File: src/vsfa_pkg.sv
// Shared types and constants for the video sector frame assembler.
// No dependencies; imported by every module of the block.
`default_nettype none

package vsfa_pkg;

    localparam int SECTORS_PER_FRAME_MAX = 16;
    localparam int WORDS_PER_SECTOR      = 504;
    localparam int IDX_W                 = $clog2(SECTORS_PER_FRAME_MAX);

    localparam logic [15:0] MAGIC_OK   = 16'h0160;
    localparam logic [15:0] TYPE_VIDEO = 16'h8001;
    localparam logic [10:0] ROUND_ADD  = 11'd15;
    localparam logic [10:0] ROUND_MASK = 11'h7F0;
    localparam logic [8:0]  SL_FLOOR   = 9'h100;

    localparam int QDEPTH = 2;
    localparam int QPTR_W = $clog2(QDEPTH);
    localparam int QCNT_W = $clog2(QDEPTH + 1);

    typedef enum logic [2:0] {
        ST_APPENDED  = 3'd0,
        ST_IGNORED   = 3'd1,
        ST_BAD_MAGIC = 3'd2,
        ST_OLDER     = 3'd3,
        ST_IDX_RANGE = 3'd4,
        ST_TAKEN     = 3'd5,
        ST_NONE      = 3'd6,
        ST_ENDED     = 3'd7
    } t_status;

    typedef enum logic [2:0] {
        RDY_NONE  = 3'b001,
        RDY_READY = 3'b010,
        RDY_ENDED = 3'b100
    } t_rdy;

    typedef struct packed {
        logic        req_type;
        logic [15:0] magic;
        logic [15:0] sector_type;
        logic [15:0] sector_index;
        logic [7:0]  sector_total;
        logic [15:0] frame_number;
        logic [9:0]  raw_width;
        logic [9:0]  raw_height;
    } t_in_item;

    typedef struct packed {
        t_status     status;
        logic        buffer_select;
        logic [12:0] write_offset;
        logic        frame_started;
        logic [10:0] pic_width;
        logic [10:0] pic_height;
        logic [15:0] dropped_count;
        logic [16:0] frames_seen;
    } t_out_item;

    // Classified item as it sits in the queue between front and back.
    typedef struct packed {
        logic        is_take;
        logic        magic_ok;
        logic        type_ok;
        logic        idx_ok;
        logic [7:0]  total;
        logic [15:0] fnum;
        logic [10:0] width_r;
        logic [10:0] height_r;
        logic [12:0] offset;
    } t_cls;

endpackage

`default_nettype wire

File: src/vsfa_front.sv
// Front end: classifies a header or take request into a queue entry.
// Depends on vsfa_pkg.
`default_nettype none

module vsfa_front (
    input  wire vsfa_pkg::t_in_item i_item,
    output vsfa_pkg::t_cls          o_cls
);
    import vsfa_pkg::*;

    always_comb begin
        o_cls.is_take  = i_item.req_type;
        o_cls.magic_ok = (i_item.magic == MAGIC_OK);
        o_cls.type_ok  = (i_item.sector_type == TYPE_VIDEO);
        o_cls.idx_ok   = (i_item.sector_index < 16'(SECTORS_PER_FRAME_MAX));
        o_cls.total    = i_item.sector_total;
        o_cls.fnum     = i_item.frame_number;
        // round up to a multiple of 16
        o_cls.width_r  = ({1'b0, i_item.raw_width} + ROUND_ADD) & ROUND_MASK;
        o_cls.height_r = ({1'b0, i_item.raw_height} + ROUND_ADD) & ROUND_MASK;
        o_cls.offset   = 13'(WORDS_PER_SECTOR)
                       * {{(13 - IDX_W){1'b0}}, i_item.sector_index[IDX_W-1:0]};
    end

endmodule

`default_nettype wire

File: src/vsfa_queue.sv
// Short queue of classified items between front and back.
// Depends on vsfa_pkg.
`default_nettype none

module vsfa_queue (
    input  wire                   i_clk,
    input  wire                   i_rst_n,
    input  wire                   i_push,
    input  wire vsfa_pkg::t_cls   i_data,
    input  wire                   i_pop,
    output logic                  o_full,
    output logic                  o_empty,
    output vsfa_pkg::t_cls        o_data
);
    import vsfa_pkg::*;

    t_cls              r_mem [QDEPTH];
    logic [QPTR_W-1:0] r_wr_ptr;
    logic [QPTR_W-1:0] r_rd_ptr;
    logic [QCNT_W-1:0] r_count;

    assign o_full  = (r_count == QCNT_W'(QDEPTH));
    assign o_empty = (r_count == '0);
    assign o_data  = r_mem[r_rd_ptr];

    always_ff @(posedge i_clk) begin
        if (i_push) begin
            r_mem[r_wr_ptr] <= i_data;
        end
    end

    always_ff @(posedge i_clk) begin
        if (!i_rst_n) begin
            r_wr_ptr <= '0;
            r_rd_ptr <= '0;
            r_count  <= '0;
        end else begin
            if (i_push) begin
                r_wr_ptr <= r_wr_ptr + QPTR_W'(1);
            end
            if (i_pop) begin
                r_rd_ptr <= r_rd_ptr + QPTR_W'(1);
            end
            case ({i_push, i_pop})
                2'b10:   r_count <= r_count + QCNT_W'(1);
                2'b01:   r_count <= r_count - QCNT_W'(1);
                default: r_count <= r_count;
            endcase
        end
    end

    a_no_overflow: assert property (@(posedge i_clk) disable iff (!i_rst_n)
        o_full |-> !i_push)
        else $error("queue pushed while full");

    a_no_underflow: assert property (@(posedge i_clk) disable iff (!i_rst_n)
        o_empty |-> !i_pop)
        else $error("queue popped while empty");

endmodule

`default_nettype wire

File: src/vsfa_back.sv
// Back end: frame state, double-buffer bookkeeping and the output register.
// Depends on vsfa_pkg.
`default_nettype none

module vsfa_back (
    input  wire                    i_clk,
    input  wire                    i_rst_n,
    input  wire                    i_entry_valid,
    input  wire vsfa_pkg::t_cls    i_entry,
    output logic                   o_pop,
    output logic                   o_out_valid,
    output vsfa_pkg::t_out_item    o_out_data,
    input  wire                    i_out_stall
);
    import vsfa_pkg::*;

    logic        r_have, n_have;
    logic [15:0] r_cur, n_cur;
    logic [8:0]  r_sl, n_sl;
    logic [15:0] r_dropped, n_dropped;
    logic        r_fill, n_fill;
    t_rdy        r_rdy, n_rdy;
    logic [10:0] r_bw [2];
    logic [10:0] r_bh [2];
    logic [10:0] n_bw [2];
    logic [10:0] n_bh [2];
    logic        r_out_valid;
    t_out_item   r_out, n_out;

    logic        newer;
    logic        older;
    logic        sel;
    logic [8:0]  sl_base;

    // output register frees up when empty or being taken this cycle
    assign o_pop       = i_entry_valid && (!r_out_valid || !i_out_stall);
    assign o_out_valid = r_out_valid;
    assign o_out_data  = r_out;

    assign newer = !r_have || (i_entry.fnum > r_cur);
    assign older = r_have && (i_entry.fnum < r_cur);

    always_comb begin
        n_have    = r_have;
        n_cur     = r_cur;
        n_sl      = r_sl;
        n_dropped = r_dropped;
        n_fill    = r_fill;
        n_rdy     = r_rdy;
        n_bw      = r_bw;
        n_bh      = r_bh;
        sel       = r_fill;
        sl_base   = r_sl;

        n_out               = '0;
        n_out.status        = ST_IGNORED;

        if (i_entry.is_take) begin
            case (r_rdy)
                RDY_NONE: begin
                    n_out.status = ST_NONE;
                end
                RDY_READY: begin
                    n_out.status = ST_TAKEN;
                    n_rdy        = RDY_NONE;
                    sel          = !r_fill;
                end
                default: begin
                    n_out.status = ST_ENDED;
                end
            endcase
        end else if (!i_entry.magic_ok) begin
            n_rdy        = RDY_ENDED;
            n_out.status = ST_BAD_MAGIC;
        end else if (!i_entry.type_ok) begin
            n_out.status = ST_IGNORED;
        end else if (older) begin
            n_rdy        = RDY_ENDED;
            n_out.status = ST_OLDER;
        end else begin
            if (newer) begin
                // missed sectors leave the count nonzero
                if (r_sl != '0) begin
                    if (r_dropped != 16'hFFFF) begin
                        n_dropped = r_dropped + 16'd1;
                    end
                end else begin
                    n_rdy = RDY_READY;
                end
                n_have       = 1'b1;
                n_cur        = i_entry.fnum;
                sl_base      = {1'b0, i_entry.total};
                n_fill       = !r_fill;
                sel          = !r_fill;
                n_bw[sel]    = i_entry.width_r;
                n_bh[sel]    = i_entry.height_r;
                n_out.frame_started = 1'b1;
            end
            n_sl = (sl_base != SL_FLOOR) ? sl_base - 9'd1 : sl_base;
            if (i_entry.idx_ok) begin
                n_out.status       = ST_APPENDED;
                n_out.write_offset = i_entry.offset;
            end else begin
                n_out.status = ST_IDX_RANGE;
            end
        end

        n_out.buffer_select = sel;
        n_out.pic_width     = n_bw[sel];
        n_out.pic_height    = n_bh[sel];
        n_out.dropped_count = n_dropped;
        n_out.frames_seen   = n_have ? ({1'b0, n_cur} + 17'd1) : 17'd0;
    end

    always_ff @(posedge i_clk) begin
        if (!i_rst_n) begin
            r_have      <= 1'b0;
            r_cur       <= '0;
            r_sl        <= '0;
            r_dropped   <= '0;
            r_fill      <= 1'b0;
            r_rdy       <= RDY_NONE;
            r_bw[0]     <= '0;
            r_bw[1]     <= '0;
            r_bh[0]     <= '0;
            r_bh[1]     <= '0;
            r_out_valid <= 1'b0;
        end else begin
            if (o_pop) begin
                r_have    <= n_have;
                r_cur     <= n_cur;
                r_sl      <= n_sl;
                r_dropped <= n_dropped;
                r_fill    <= n_fill;
                r_rdy     <= n_rdy;
                r_bw      <= n_bw;
                r_bh      <= n_bh;
                r_out_valid <= 1'b1;
            end else if (!i_out_stall) begin
                r_out_valid <= 1'b0;
            end
        end
    end

    always_ff @(posedge i_clk) begin
        if (o_pop) begin
            r_out <= n_out;
        end
    end

    a_drop_monotonic: assert property (@(posedge i_clk) disable iff (!i_rst_n)
        o_pop |=> r_dropped >= $past(r_dropped))
        else $error("dropped frame count went backwards");

    a_start_flips: assert property (@(posedge i_clk) disable iff (!i_rst_n)
        (o_pop && n_out.frame_started) |=> r_fill != $past(r_fill))
        else $error("new frame without buffer flip");

    a_take_clears: assert property (@(posedge i_clk) disable iff (!i_rst_n)
        (o_pop && i_entry.is_take && r_rdy == RDY_READY) |=> r_rdy == RDY_NONE)
        else $error("taken frame still marked ready");

    a_out_hold: assert property (@(posedge i_clk) disable iff (!i_rst_n)
        (r_out_valid && i_out_stall) |-> !o_pop)
        else $error("result overwritten while stalled");

endmodule

`default_nettype wire

File: src/video_sector_frame_assembler.sv
// Path: an accepted beat is classified, queued, then popped into the output register when free.
// Throughput: one beat per cycle while the output is not stalled; the two-entry queue
// and output register let input and output stall independently.
// Reset: synchronous, active low; no frame, nothing ready, counts cleared.
// Depends on vsfa_pkg, vsfa_front, vsfa_queue and vsfa_back.
`default_nettype none

module video_sector_frame_assembler (
    input  wire                      i_clk,
    input  wire                      i_rst_n,
    input  wire                      i_in_valid,
    output logic                     o_in_stall,
    input  wire vsfa_pkg::t_in_item  i_in_data,
    output logic                     o_out_valid,
    input  wire                      i_out_stall,
    output vsfa_pkg::t_out_item      o_out_data
);
    import vsfa_pkg::*;

    t_cls cls;
    t_cls q_data;
    logic q_full;
    logic q_empty;
    logic pop;
    logic push;

    assign o_in_stall = q_full;
    assign push       = i_in_valid && !q_full;

    vsfa_front u_front (
        .i_item (i_in_data),
        .o_cls  (cls)
    );

    vsfa_queue u_queue (
        .i_clk   (i_clk),
        .i_rst_n (i_rst_n),
        .i_push  (push),
        .i_data  (cls),
        .i_pop   (pop),
        .o_full  (q_full),
        .o_empty (q_empty),
        .o_data  (q_data)
    );

    vsfa_back u_back (
        .i_clk         (i_clk),
        .i_rst_n       (i_rst_n),
        .i_entry_valid (!q_empty),
        .i_entry       (q_data),
        .o_pop         (pop),
        .o_out_valid   (o_out_valid),
        .o_out_data    (o_out_data),
        .i_out_stall   (i_out_stall)
    );

endmodule

`default_nettype wire

File: config.mk
export PLATFORM = sky130hd
export DESIGN_NAME = video_sector_frame_assembler
export DESIGN_NICKNAME = d
export VERILOG_FILES = /design/src/vsfa_pkg.sv /design/src/vsfa_front.sv /design/src/vsfa_queue.sv /design/src/vsfa_back.sv /design/src/video_sector_frame_assembler.sv
export SDC_FILE = /design/constraint.sdc
export NUM_CORES = 1
export LEC_CHECK = 0
export ABC_AREA = 1
export CAP_MARGIN = 25
export CORE_MARGIN = 3
export CORE_UTILIZATION = 29
export DETAILED_ROUTE_END_ITERATION = 10
export DONT_BUFFER_PORTS = 1
export HOLD_SLACK_MARGIN = 0.08
export SLEW_MARGIN = 20
export SYNTH_ARGS = -nofsm -noshare
export SYNTH_HDL_FRONTEND = slang
export SYNTH_SLANG_ARGS = --single-unit
File: constraint.sdc
create_clock -name i_clk -period 4.2 [get_ports i_clk]
set_input_delay 0.84 -clock i_clk [delete_from_list [all_inputs] [get_ports i_clk]]
set_output_delay 0.84 -clock i_clk [all_outputs]
set_load 0.03 [all_outputs]
Word level (Yosys, flattened, before mapping)
Memories as Yosys holds them, arrays and structs flattened. A register that Yosys moved wholly into a read port is not among the register bits.
Cells that the tools add are included.
{ "op_classes": {"n_reduce_logical": 20, "magnitude_cmp": 6, "n_mul": 1, "bitwise": 7, "n_addsub": 9, "n_eq_ne": 14, "muxes": 70} }
{ "op_table": {"columns": ["op", "n"], "rows": [
  ["22-bit two-way mux", 10],
  ["16-bit two-way mux", 12],
  ["11-bit two-way mux", 7],
  ["9-bit two-way mux", 6],
  ["22-bit bitwise mux", 2],
  ["3-bit two-way mux", 12],
  ["10-bit by 4-bit adder with 11-bit output (second input constant)", 2],
  ["1-bit two-way mux", 18],
  ["16-bit by 1-bit adder with 17-bit output (second input constant)", 1],
  ["16-bit by 1-bit adder with 16-bit output (second input constant)", 1],
  ["16-bit == test (second input constant)", 1],
  ["16-bit by 9-bit == test with 1-bit output (second input constant)", 1],
  ["16-bit > comparator", 1],
  ["16-bit less-than comparator", 1],
  ["16-bit by 5-bit less-than comparator with 1-bit output (second input constant)", 1],
  ["16-bit != test (second input constant)", 1],
  ["11-bit demux with 1-bit select", 1],
  ["6-bit by 4-bit multiplier with 10-bit output (first input constant)", 1],
  ["5-bit AND reduction", 2],
  ["9-bit != test (second input constant)", 1],
  ["9-bit nonzero test", 1],
  ["9-bit by 1-bit subtractor with 9-bit output (second input constant)", 1],
  ["4-bit != test (second input constant)", 2],
  ["2-bit one-hot mux with 2 select lines", 2],
  ["other kinds (21)", 39]
]} }
{ "word_totals": {"inputBits": 97, "output_inout_bits": 75, "regBits": 168, "elab_cells": 150, "ramBits": 104, "memories": 1} }
{ "mem_list": {"columns": ["name", "depth", "word_bits", "rd", "rd_clocked_by_memory_dff", "wr", "line", "source"], "rows": [
  ["u_queue.r_mem", 2, 52, 1, 1, 1, "vsfa_queue.sv:17", "t_cls r_mem [QDEPTH];"]
]} }

Longest topological paths before layout
Gate-level depths: netlist (run 1).
{ "logic_depth": {"word_depth": 15, "ltp_mapped": 28, "ltp_nobuf": 25} }

Hierarchy
From an unflattened synthesis (run 1), not the netlist that was laid out.
{ "hier_totals": {"cells_unflattened": 1601, "hier_area_um2": 15110.7} }
{ "modules_own_cells": {"columns": ["mod", "instances", "area_per_inst_um2", "cells_per_inst", "seq_area_each_um2"], "rows": [
  ["vsfa_back", 1, 8838.5, 1181, 4013.8],
  ["vsfa_queue", 1, 5076.1, 231, 3883.7],
  ["vsfa_front", 1, 1182.4, 186, 0.0],
  ["video_sector_frame_assembler", 1, 13.8, 3, 0.0]
]} }

Worst setup path before layout (run 1)
No wires, ideal clock.
{ "synth_timing": {"path_type": "input to register", "startpoint": "input i_out_stall", "endpoint": "register u_queue.r_count[1]", "path_buffers": 1, "path_stages": 10, "setup_time_ns": 0.070, "setup_slack_ns": -0.086, "t_arrival_ns": 4.217, "t_required_ns": 4.130, "path_cell_list": "nand2_1 -> o21ai_1 -> clkinv_1 -> clkbuf_1 -> ha_1 -> inv_1 -> nand2_1 -> nor2_1 -> o21ai_0 -> a21oi_1"} }
{ "synth_between": {"elab_chain_len": 5, "elab_cells_between_ends": 7, "cone_classes": "eq/ne: 2; mux: 1; reduce/logical: 4"} }
{ "synth_lines": {"columns": ["element", "line", "source"], "rows": [
  ["start: declaration", "video_sector_frame_assembler.sv:15", "input wire i_out_stall,"],
  ["1-bit zero test *", "vsfa_back.sv:36", "assign o_pop = i_entry_valid && (!r_out_valid || !i_out_stall);"],
  ["1-bit logical OR *", "vsfa_back.sv:36", null],
  ["1-bit logical AND *", "vsfa_back.sv:36", null],
  ["net pop", "video_sector_frame_assembler.sv:24", "logic pop;"],
  ["2-bit by 1-bit == test with 1-bit output or 2-bit == test (tied branches)", "vsfa_queue.sv:44", "case ({i_push, i_pop})"],
  ["2-bit one-hot mux with 2 select lines or 2-bit nonzero test (tied branches)", null, null],
  ["end signal: assignment", "vsfa_queue.sv:45", "2'b10: r_count <= r_count + QCNT_W'(1);"],
  ["end signal: assignment", "vsfa_queue.sv:46", "2'b01: r_count <= r_count - QCNT_W'(1);"],
  ["end signal: assignment", "vsfa_queue.sv:47", "default: r_count <= r_count;"],
  ["end: declaration", "vsfa_queue.sv:20", "logic [QCNT_W-1:0] r_count;"]
]} }
Mark *: on every way through the listed nets, which the timed path passes. The rest lies on a longest branch.
A chain may end at the register's enable or synchronous reset.

==> results of run 1 <==
==> worst min-delay path by stage <==
stage | from | endpoint | slack [ns]
4_1_cts | i_in_data[29] | u_queue.r_mem[0][33] | 0.33
2_1_floorplan | u_back.r_bh[11] | u_back.r_bh[11] | 0.42
3_3_place_gp | u_back.r_bw[12] | u_back.r_bw[12] | 0.43
3_5_place_dp | u_back.r_bh[14] | u_back.r_bh[14] | 0.44
5_1_grt | i_in_data[40] | u_queue.r_mem[0][44] | 0.34
6_report | i_in_data[29] | u_queue.r_mem[0][33] | 0.37
==> worst max-delay path, stage by stage (launching register included) <==
cell	delay, ns
dfxtp_2	0.49
inv_2	0.17
or2_2	0.30
o21ai_0	0.12
inv_1	0.10
ha_1	0.30
nand2_1	0.07
nor2_1	0.28
nand2_1	0.10
nand2_1	0.08
nand2_1	0.06
nand2_2	0.21
nand2_1	0.15
nor2_2	0.23
o211ai_1	0.12
nand2_1	0.14
clkinvlp_4	0.30
nand2_2	0.29
o22ai_1	0.11
==> cells by family (layout without fill, tap and decap cells) <==
kind of cell,after synthesis,after routing,synth area share
buffers and inverters,262,277,0.0809
adder cells (fa/ha/maj),39,39,0.0411
AND/OR/NAND/NOR,645,645,0.214
flip-flops,270,270,0.551
multiplexers,3,3,0.00231
XOR/XNOR,27,27,0.0182
AO/OA/AOI/OAI,229,229,0.0922
other,1,3,0.000289
==> power by group <==
group	switching [mW]	internal (mW)
clock	1.07	1.61
sequential	0.970	3.81
combinational	2.50	1.02
==> final cells by class <==
cell class                      count  area, um2  share of cell area
Clock inverter                     19        209              0.0142
Sequential cell                   270       7150               0.487
Inverter                          204        774              0.0528
Multi-Input combinational cell    946       4840               0.330
Timing Repair Buffer               17        156              0.0107
Clock buffer                       37        808              0.0551
Tap cell                          585        732              0.0499
==> Yosys cell counts (10+ instances only) <==
master	count	share of area
o21ai_0	113	0.044
nand4_1	33	0.016
clkbuf_1	38	0.011
a21oi_1	89	0.034
nor3_1	26	0.010
nor2_2	10	0.0048
ha_1	33	0.032
xor2_1	16	0.011
edfxtp_1	174	0.40
nand3_1	39	0.015
or2_2	17	0.0082
dfxtp_1	96	0.15
xnor2_1	11	0.0074
nor2_1	118	0.034
nand2_1	372	0.11
nor4_1	10	0.0048
inv_1	195	0.056
==> state kept, by name, summed over array words and instances (netlist names), named ones only <==
name / cells
u_queue.r_mem: 104
u_back.o_out_data: 70
u_back.r_bh: 22
u_back.r_bw: 22
u_back.r_cur: 16
u_back.r_dropped: 16
u_back.r_sl: 9
u_back.r_rdy: 3
u_queue.r_count: 2
u_back.o_out_valid: 1
u_back.r_fill: 1
u_back.r_have: 1
u_queue.r_rd_ptr: 1
u_queue.r_wr_ptr: 1
==> metrics by stage <==
stage                     setup TNS, ns  hold slack, ns  cell area [um2]  power, mW
after global placement                0           0.431            13600       8.26
after floorplan                       0           0.424            13000       7.33
final                                 0           0.370            14700       11.0
after CTS                             0           0.330            14600       11.1
after detailed placement              0           0.436            13600       8.36
after global routing            -0.0102           0.337            14700       11.8
==> layer usage <==
layer	up-vias	part of all wire	global-route usage
met3	38	0.074	0.0354
met2	241	0.44	0.199
li1	4835	-	-
met5	-	0.00099	0
met1	4398	0.47	0.179
met4	4	0.017	0.0311
==> impl_metrics.yaml, run 1 <==
worst_setup_path:
  critPathLaunchType: "flop"
  rrSetupSlack_ns: 0.31
  critPathCapture: "u_back.o_out_data[35]"
  crit_fanout: 19
  critPathKind: "flop to flop"
  arrival_ns: 4.18
  reg2regPathDepth: 18
  r2r-end: "u_back.o_out_data[35]"
  cp.required_ns: 4.49
  worstSetupEndpointType: "flop"
clock_network:
  path_clk_slew_ns: 0.06
  post_cts_buffers: 0
  clock-sinks: 270
  htreeDepth: 1
  clockBufferDepth: 3
  clockRootBuffer: "clkbuf_16"
  postCtsHoldBufs: 0
  cts_tree: "yes"
  cts_inserted_buffers: 30
  insertion_delay_ns: 0.56
  cts_resized: 1
yosys:
  syn-cell-area_mm2: 0.0130
  ys_ff_latch: 270
  yosysWarningCount: 0
  synth_edf_count: 174
  synthFlopType: "edfxtp_1"
  yosys.cell_types.count: 49
  async_flop_share: 0
  yosysSeqAreaShare: 0.551
  avgSynthCellArea_um2: 8.79
  syn_inst: 1476
grt:
  globalRoute.totalOverflow: 0
  grt.total_usage: 0.129
  antenna_found_initial: 2
  grt_pass1_vias: 8894
  grt_first_pass_wirelength_mm: 48.8
  grt_max_degree: 96
sta:
  maxSlewViolCount: 0
  fin_crit_sh: 0.927
  rsz0062_at_grt: "yes"
  fmax_ghz: 0.257
  max_slew.worst_pin.slew_ns: 0.919
  max-slew-margin-rel: 0.387
  setup_viol: 0
  fin_crit_ns: 3.89
  hold_viol: 0
  setup_ws_ns: 0.305
  skew_ns: 0.0162
floorplan:
  start_util: 0.297
  die_width_um: 218
  num_io_pins: 172
  core_mm2: 0.0436
  row_count: 76
  die_h_um: 218
  die_area_mm2: 0.0473
layout:
  final_cell_mix: "nand2_1 (369), inv_1 (193), edfxtp_1 (174)"
  nFillCells: 4424
  drive_above_1_share: 0.0824
  final_common_cell: "nand2_1"
  final_cells: 2078
  area_growth_pct: 13.0
  fin_nets: 1605
  antennaDiodeCount: 0
  final_util: 0.336
outcome:
  status: "finished, final reports clean"
drt:
  vias_per_cell: 4.58
  drt_wl_total_mm: 31.2
  first_pass_iters: 6
  drt_iter0_markers: 600
  ant_nets: 0
  wl_per_cell_um: 15.0
  num_vias: 9516
  drc: 0
place:
  place_congestion: 0.851
  dp_hpwl_mm: 22.1
  dp_slack_ns: 0.00106
  numPortBuffers: 0
  placed_cells: 2022
worst_hold_path:
  holdCritPathClass: "input pin to flop"
  whs_path_depth: 0
job:
  maxCapViolations: 0
power:
  ir_drop_uv: 422
  pwr_density_cell_mw_per_mm2: 749
  p_leak_nw: 6.06
(Power assumes the default switching activity.)
==> run 2, diff against run 1 <==
--- a/config.mk
+++ b/config.mk
@@ -12,7 +12,9 @@
 export DETAILED_ROUTE_END_ITERATION = 10
 export DONT_BUFFER_PORTS = 1
 export HOLD_SLACK_MARGIN = 0.08
+export RECOVER_POWER = 25
 export SLEW_MARGIN = 20
 export SYNTH_ARGS = -nofsm -noshare
 export SYNTH_HDL_FRONTEND = slang
+export SYNTH_HIERARCHICAL = 1
 export SYNTH_SLANG_ARGS = --single-unit
==> impl_metrics.yaml, run 2 <==
clock_network:
  post_cts_buffers: 0
  cts_inserted_buffers: 36
  clockBufferDepth: 3
  cts_tree: "yes"
  htreeDepth: 2
  postCtsHoldBufs: 0
  insertion_delay_ns: 0.54
  cts_resized: 0
  path_clk_slew_ns: 0.06
  clock-sinks: 295
  clockRootBuffer: "clkbuf_16"
worst_setup_path:
  critPathKind: "flop to flop"
  reg2regPathDepth: 20
  rrSetupSlack_ns: 0.49
  worstSetupEndpointType: "flop"
  slowest_stage: "dfxtp_4"
  crit_fanout: 25
  cpPeakStageDelay_ns: 0.55
  critPathCapture: "u_back/o_out_data[10]"
  cp.required_ns: 4.49
  arrival_ns: 4.01
  critPathLaunchType: "flop"
  crit_chain: "mux2_4, ha_1, nand2_1, inv_2, nand2_1, nand4_1, nor2_2, nand2_4, nand3_4, buf_4, nand2_1, nand2_2, ha_1, inv_1, nor2_1, nand2_2, nor2_4, nand2_2, nor2_1, nor2_1"
  r2r-end: "u_back/o_out_data[10]"
layout:
  drive_above_1_share: 0.113
  fin_nets: 1709
  area_growth_pct: 10.3
  final_cells: 2283
  final_common_cell: "nand2_1"
  largest_register_ffs: 126
  final_cell_mix: "nand2_1 (297), inv_1 (254), edfxtp_1 (199)"
  design_area_mm2: 0.0167
  regMostFlops: "u_queue/r_mem"
yosys:
  yosysWarningCount: 6
  synthFlopType: "edfxtp_1"
  ys_ff_latch: 295
  async_flop_share: 0
  synth.most_common_cell: "nand2_1"
  synth_area_leaders: "edfxtp_1 (40%), dfxtp_1 (13%), nand2_1 (7.4%)"
  yosys.cell_types.count: 44
  synth_top_area_frac: 0.395
  yosys-top-cells-count: "nand2_1 (298), inv_1 (255), edfxtp_1 (199)"
  avgSynthCellArea_um2: 9.44
  syn-cell-area_mm2: 0.0151
  yosysSeqAreaShare: 0.523
  synth_largest_area_cell: "edfxtp_1"
  synth_edf_count: 199
  syn_inst: 1601
grt:
  top_usage_layer: "met2"
  use_met2: 0.209
  grt_max_degree: 92
  grt_first_pass_wirelength_mm: 55.8
  grt.total_usage: 0.129
  antenna_found_initial: 5
  grtUsageMet3: 0.0385
  grt_pass1_vias: 10200
  grtUsageMet1: 0.164
  globalRoute.totalOverflow: 0
place:
  dp_slack_ns: 0.511
  placed_cells: 2214
  place_congestion: 0.869
  dp_hpwl_mm: 24.9
  place_area_mm2: 0.0155
  numPortBuffers: 0
drt:
  wl_per_cell_um: 15.6
  drt_wl_total_mm: 35.6
  first_pass_iters: 5
  drc: 0
  num_vias: 10400
  vias_per_cell: 4.56
  drt_iter0_markers: 607
  ant_nets: 0
worst_hold_path:
  holdCritPathClass: "input pin to flop"
sta:
  setup_ws_ns: 0.486
  hold_viol: 0
  fin_crit_sh: 0.884
  skew_ns: 0.0172
  fin_crit_ns: 3.71
  rsz0062_at_grt: "no"
  setup_viol: 0
  tns_ns: 0
  max-slew-margin-rel: 0.0357
  max_slew.worst_pin.slew_ns: 1.44
  maxSlewViolCount: 0
  fmax_ghz: 0.269
power:
  ir_drop_uv: 283
  pwr_density_cell_mw_per_mm2: 773
  p_leak_nw: 7.11
floorplan:
  die_h_um: 234
  start_util: 0.294
  die_area_mm2: 0.0549
  die_width_um: 234
  num_io_pins: 172
  row_count: 83
  core_mm2: 0.0514
outcome:
  status: "finished, final reports clean"
job:
  maxCapViolations: 0
-- run 2: changes by cell type in the layout (fill, tap and decap cells not counted), moves of 24 or more --
cell | previous run | this run
a21oi_1 | 89 | 59
edfxtp_1 | 174 | 199
inv_1 | 193 | 254
mux2_4 | 0 | 60
nand2_1 | 369 | 297
nor2_1 | 115 | 152
o211ai_1 | 2 | 26
-- run 2: critical path: cells and delay by family (launching register included) --
family | cells | cell delay, ns
adder cells (fa/ha/maj) | 2 | 0.53
flip-flops | 1 | 0.55
multiplexers | 1 | 0.35
buffers and inverters | 3 | 0.38
AND/OR/NAND/NOR | 14 | 1.64
-- run 2: final cells by class --
cell class                 count  area [um2]
fill                        5229       34700
sequential                   295        7900
multi-input combinational    958        5580
timing repair buffer          19         193
inverter                     262         988
clock buffer                  55        1020
clock inverter                10         114
tap                          680         851
antenna                        4        10.0
-- run 2: cell families after synthesis --
family                   share of synthesized area
AND/OR/NAND/NOR                              0.167
flip-flops                                   0.523
other                                     0.000248
AO/OA/AOI/OAI                               0.0845
adder cells (fa/ha/maj)                     0.0361
buffers and inverters                        0.111
multiplexers                                0.0619
XOR/XNOR                                    0.0167
-- run 2: per-layer routing --
layer	vias up	part of all wire
met5	-	0.0012
met4	6	0.026
met3	67	0.065
met2	232	0.46
met1	4932	0.44
li1	5165	-
-- run 2: worst min path at each step --
| stage | start | endpoint | slack, ns | depth (start not counted) |
|---|---|---|---|---|
| 2_1_floorplan | u_back/r_rdy[1] | u_back/r_rdy[1] | 0.45 | 2 |
| 3_3_place_gp | u_back/r_rdy[2] | u_back/r_rdy[2] | 0.47 | 2 |
| 3_5_place_dp | u_back/r_rdy[2] | u_back/r_rdy[2] | 0.47 | 2 |
| 4_1_cts | i_in_data[92] | u_queue/r_mem[0][62] | 0.35 | 0 |
| 5_1_grt | i_in_data[39] | u_queue/r_mem[0][54] | 0.36 | 0 |
| 6_report | i_in_data[38] | u_queue/r_mem[1][53] | 0.39 | 0 |
-- run 2: stage by stage --
step	util	hold slack [ns]	power, mW
after floorplan	-	0.450	8.89
after global placement	0.302	0.468	9.81
after detailed placement	0.302	0.468	9.98
after CTS	0.324	0.353	13.1
after global routing	0.324	0.356	13.8
final	0.324	0.390	12.9
-- run 2: power by group --
part | switching, mW | internal (mW)
combinational | 2.80 | 1.51
clock | 1.20 | 1.81
sequential | 1.21 | 4.35
total | 5.22 | 7.67
==> run 3, diff against run 2 <==
--- a/config.mk
+++ b/config.mk
@@ -12,6 +12,7 @@
 export DETAILED_ROUTE_END_ITERATION = 10
 export DONT_BUFFER_PORTS = 1
 export HOLD_SLACK_MARGIN = 0.08
+export PLACE_DENSITY = 0.49
 export RECOVER_POWER = 25
 export SLEW_MARGIN = 20
 export SYNTH_ARGS = -nofsm -noshare
==> impl_metrics.yaml, run 3 (same netlist as run 2, synthesis figures left out) <==
clock_network:
  path_clk_slew_ns: 0.06
  cts_tree: "yes"
  clock-sinks: 295
  insertion_delay_ns: 0.53
  cts_inserted_buffers: 36
  post_cts_buffers: 0
  clockRootBuffer: "clkbuf_16"
  cts_resized: 0
  htreeDepth: 2
  clockBufferDepth: 3
  postCtsHoldBufs: 0
floorplan:
  num_io_pins: 172
  row_count: 83
  core_mm2: 0.0514
  die_area_mm2: 0.0549
  start_util: 0.294
  die_h_um: 234
  die_width_um: 234
worst_setup_path:
  worstSetupEndpointType: "flop"
  crit_fanout: 27
  cp.required_ns: 4.48
  arrival_ns: 3.97
  critPathKind: "flop to flop"
  critPathLaunchType: "flop"
worst_hold_path:
  min_from: "i_in_data[27]"
  holdCritPathClass: "input pin to flop"
grt:
  antenna_found_initial: 5
  grtUsageMet1: 0.174
  globalRoute.totalOverflow: 0
  top_usage_layer: "met2"
  grtUsageMet3: 0.0334
  grt_pass1_vias: 9931
  use_met2: 0.204
  grt_max_degree: 98
  grt_first_pass_wirelength_mm: 55.7
  grt.total_usage: 0.131
sta:
  fin_crit_ns: 3.69
  skew_ns: 0.0101
  rsz0062_at_grt: "no"
  tns_ns: 0
  max_slew.worst_pin.slew_ns: 0.880
  maxSlewViolCount: 0
  setup_viol: 0
  hold_viol: 0
  fmax_ghz: 0.271
  max-slew-margin-rel: 0.412
  fin_crit_sh: 0.880
drt:
  first_pass_iters: 5
  ant_nets: 0
  drc: 0
  wl_per_cell_um: 15.7
  drt_iter0_markers: 656
  drt_wl_total_mm: 35.9
  num_vias: 10200
  vias_per_cell: 4.46
place:
  place_area_mm2: 0.0155
  place_congestion: 0.823
  dp_hpwl_mm: 24.7
  placed_cells: 2212
  numPortBuffers: 0
job:
  maxCapViolations: 0
layout:
  final_common_cell: "nand2_1"
  design_area_mm2: 0.0167
  drive_above_1_share: 0.113
  nFillCells: 5277
  regMostFlops: "u_queue/r_mem"
  area_growth_pct: 10.6
  final_cell_mix: "nand2_1 (297), inv_1 (255), edfxtp_1 (199)"
  largest_register_ffs: 126
  fin_nets: 1707
  final_cells: 2280
power:
  total_power_mw: 13.1
  pwr_density_cell_mw_per_mm2: 781
  p_leak_nw: 7.14
  ir_drop_uv: 474
outcome:
  status: "finished, final reports clean"
## run 3: worst paths after layout
path                                 to  slack (ns)  cells after the start
setup / recovery  u_back/o_out_data[38]        0.51                     16
hold / removal     u_queue/r_mem[1][42]        0.40                      0
setup reg to reg  u_back/o_out_data[38]        0.51                     16
hold reg to reg         u_back/r_rdy[2]        0.50                      2
## run 3: layout make-up
class,count,area (um2),share of cell area
sequential,295,7900,0.473
multi-input combinational,958,5590,0.334
clock buffer,50,1020,0.0613
inverter,262,991,0.0593
tap,680,851,0.0509
clock inverter,15,184,0.0110
timing repair buffer,17,165,0.00988
antenna,3,7.51,0.000449
## run 3: critical path, stage by stage (launching register included)
cell,delay (ns)
dfxtp_4,0.54
mux2_2,0.41
ha_1,0.28
nand2_1,0.05
inv_1,0.06
nand3_1,0.11
nor2_4,0.14
nand2_2,0.10
nand2_4,0.15
nand3_4,0.28
inv_2,0.27
nand2_2,0.34
buf_4,0.33
nand2_1,0.08
o21ai_0,0.11
nand2_1,0.09
o21ai_1,0.07
## run 3: per-layer routing
| metal | part of all wire | up-vias |
|---|---|---|
| met5 | 0.0016 | - |
| met2 | 0.45 | 201 |
| met1 | 0.46 | 4745 |
| met3 | 0.056 | 60 |
| met4 | 0.031 | 8 |
| li1 | - | 5146 |
## run 3: report_power, final
part           switching (mW)  internal (mW)  total [mW]
Sequential               1.22           4.34        5.56
Clock                    1.22           1.96        3.18
Combinational            2.81           1.51        4.32
Total                    5.25           7.81        13.1
## run 3: per-stage QoR
step | hold WS (ns) | setup slack [ns] | util
floorplan | 0.450 | 0.0293 | -
global placement | 0.470 | 0.595 | 0.302
detailed placement | 0.476 | 0.510 | 0.302
CTS | 0.350 | 0.500 | 0.325
global route | 0.358 | 0.193 | 0.325
finish | 0.398 | 0.505 | 0.325
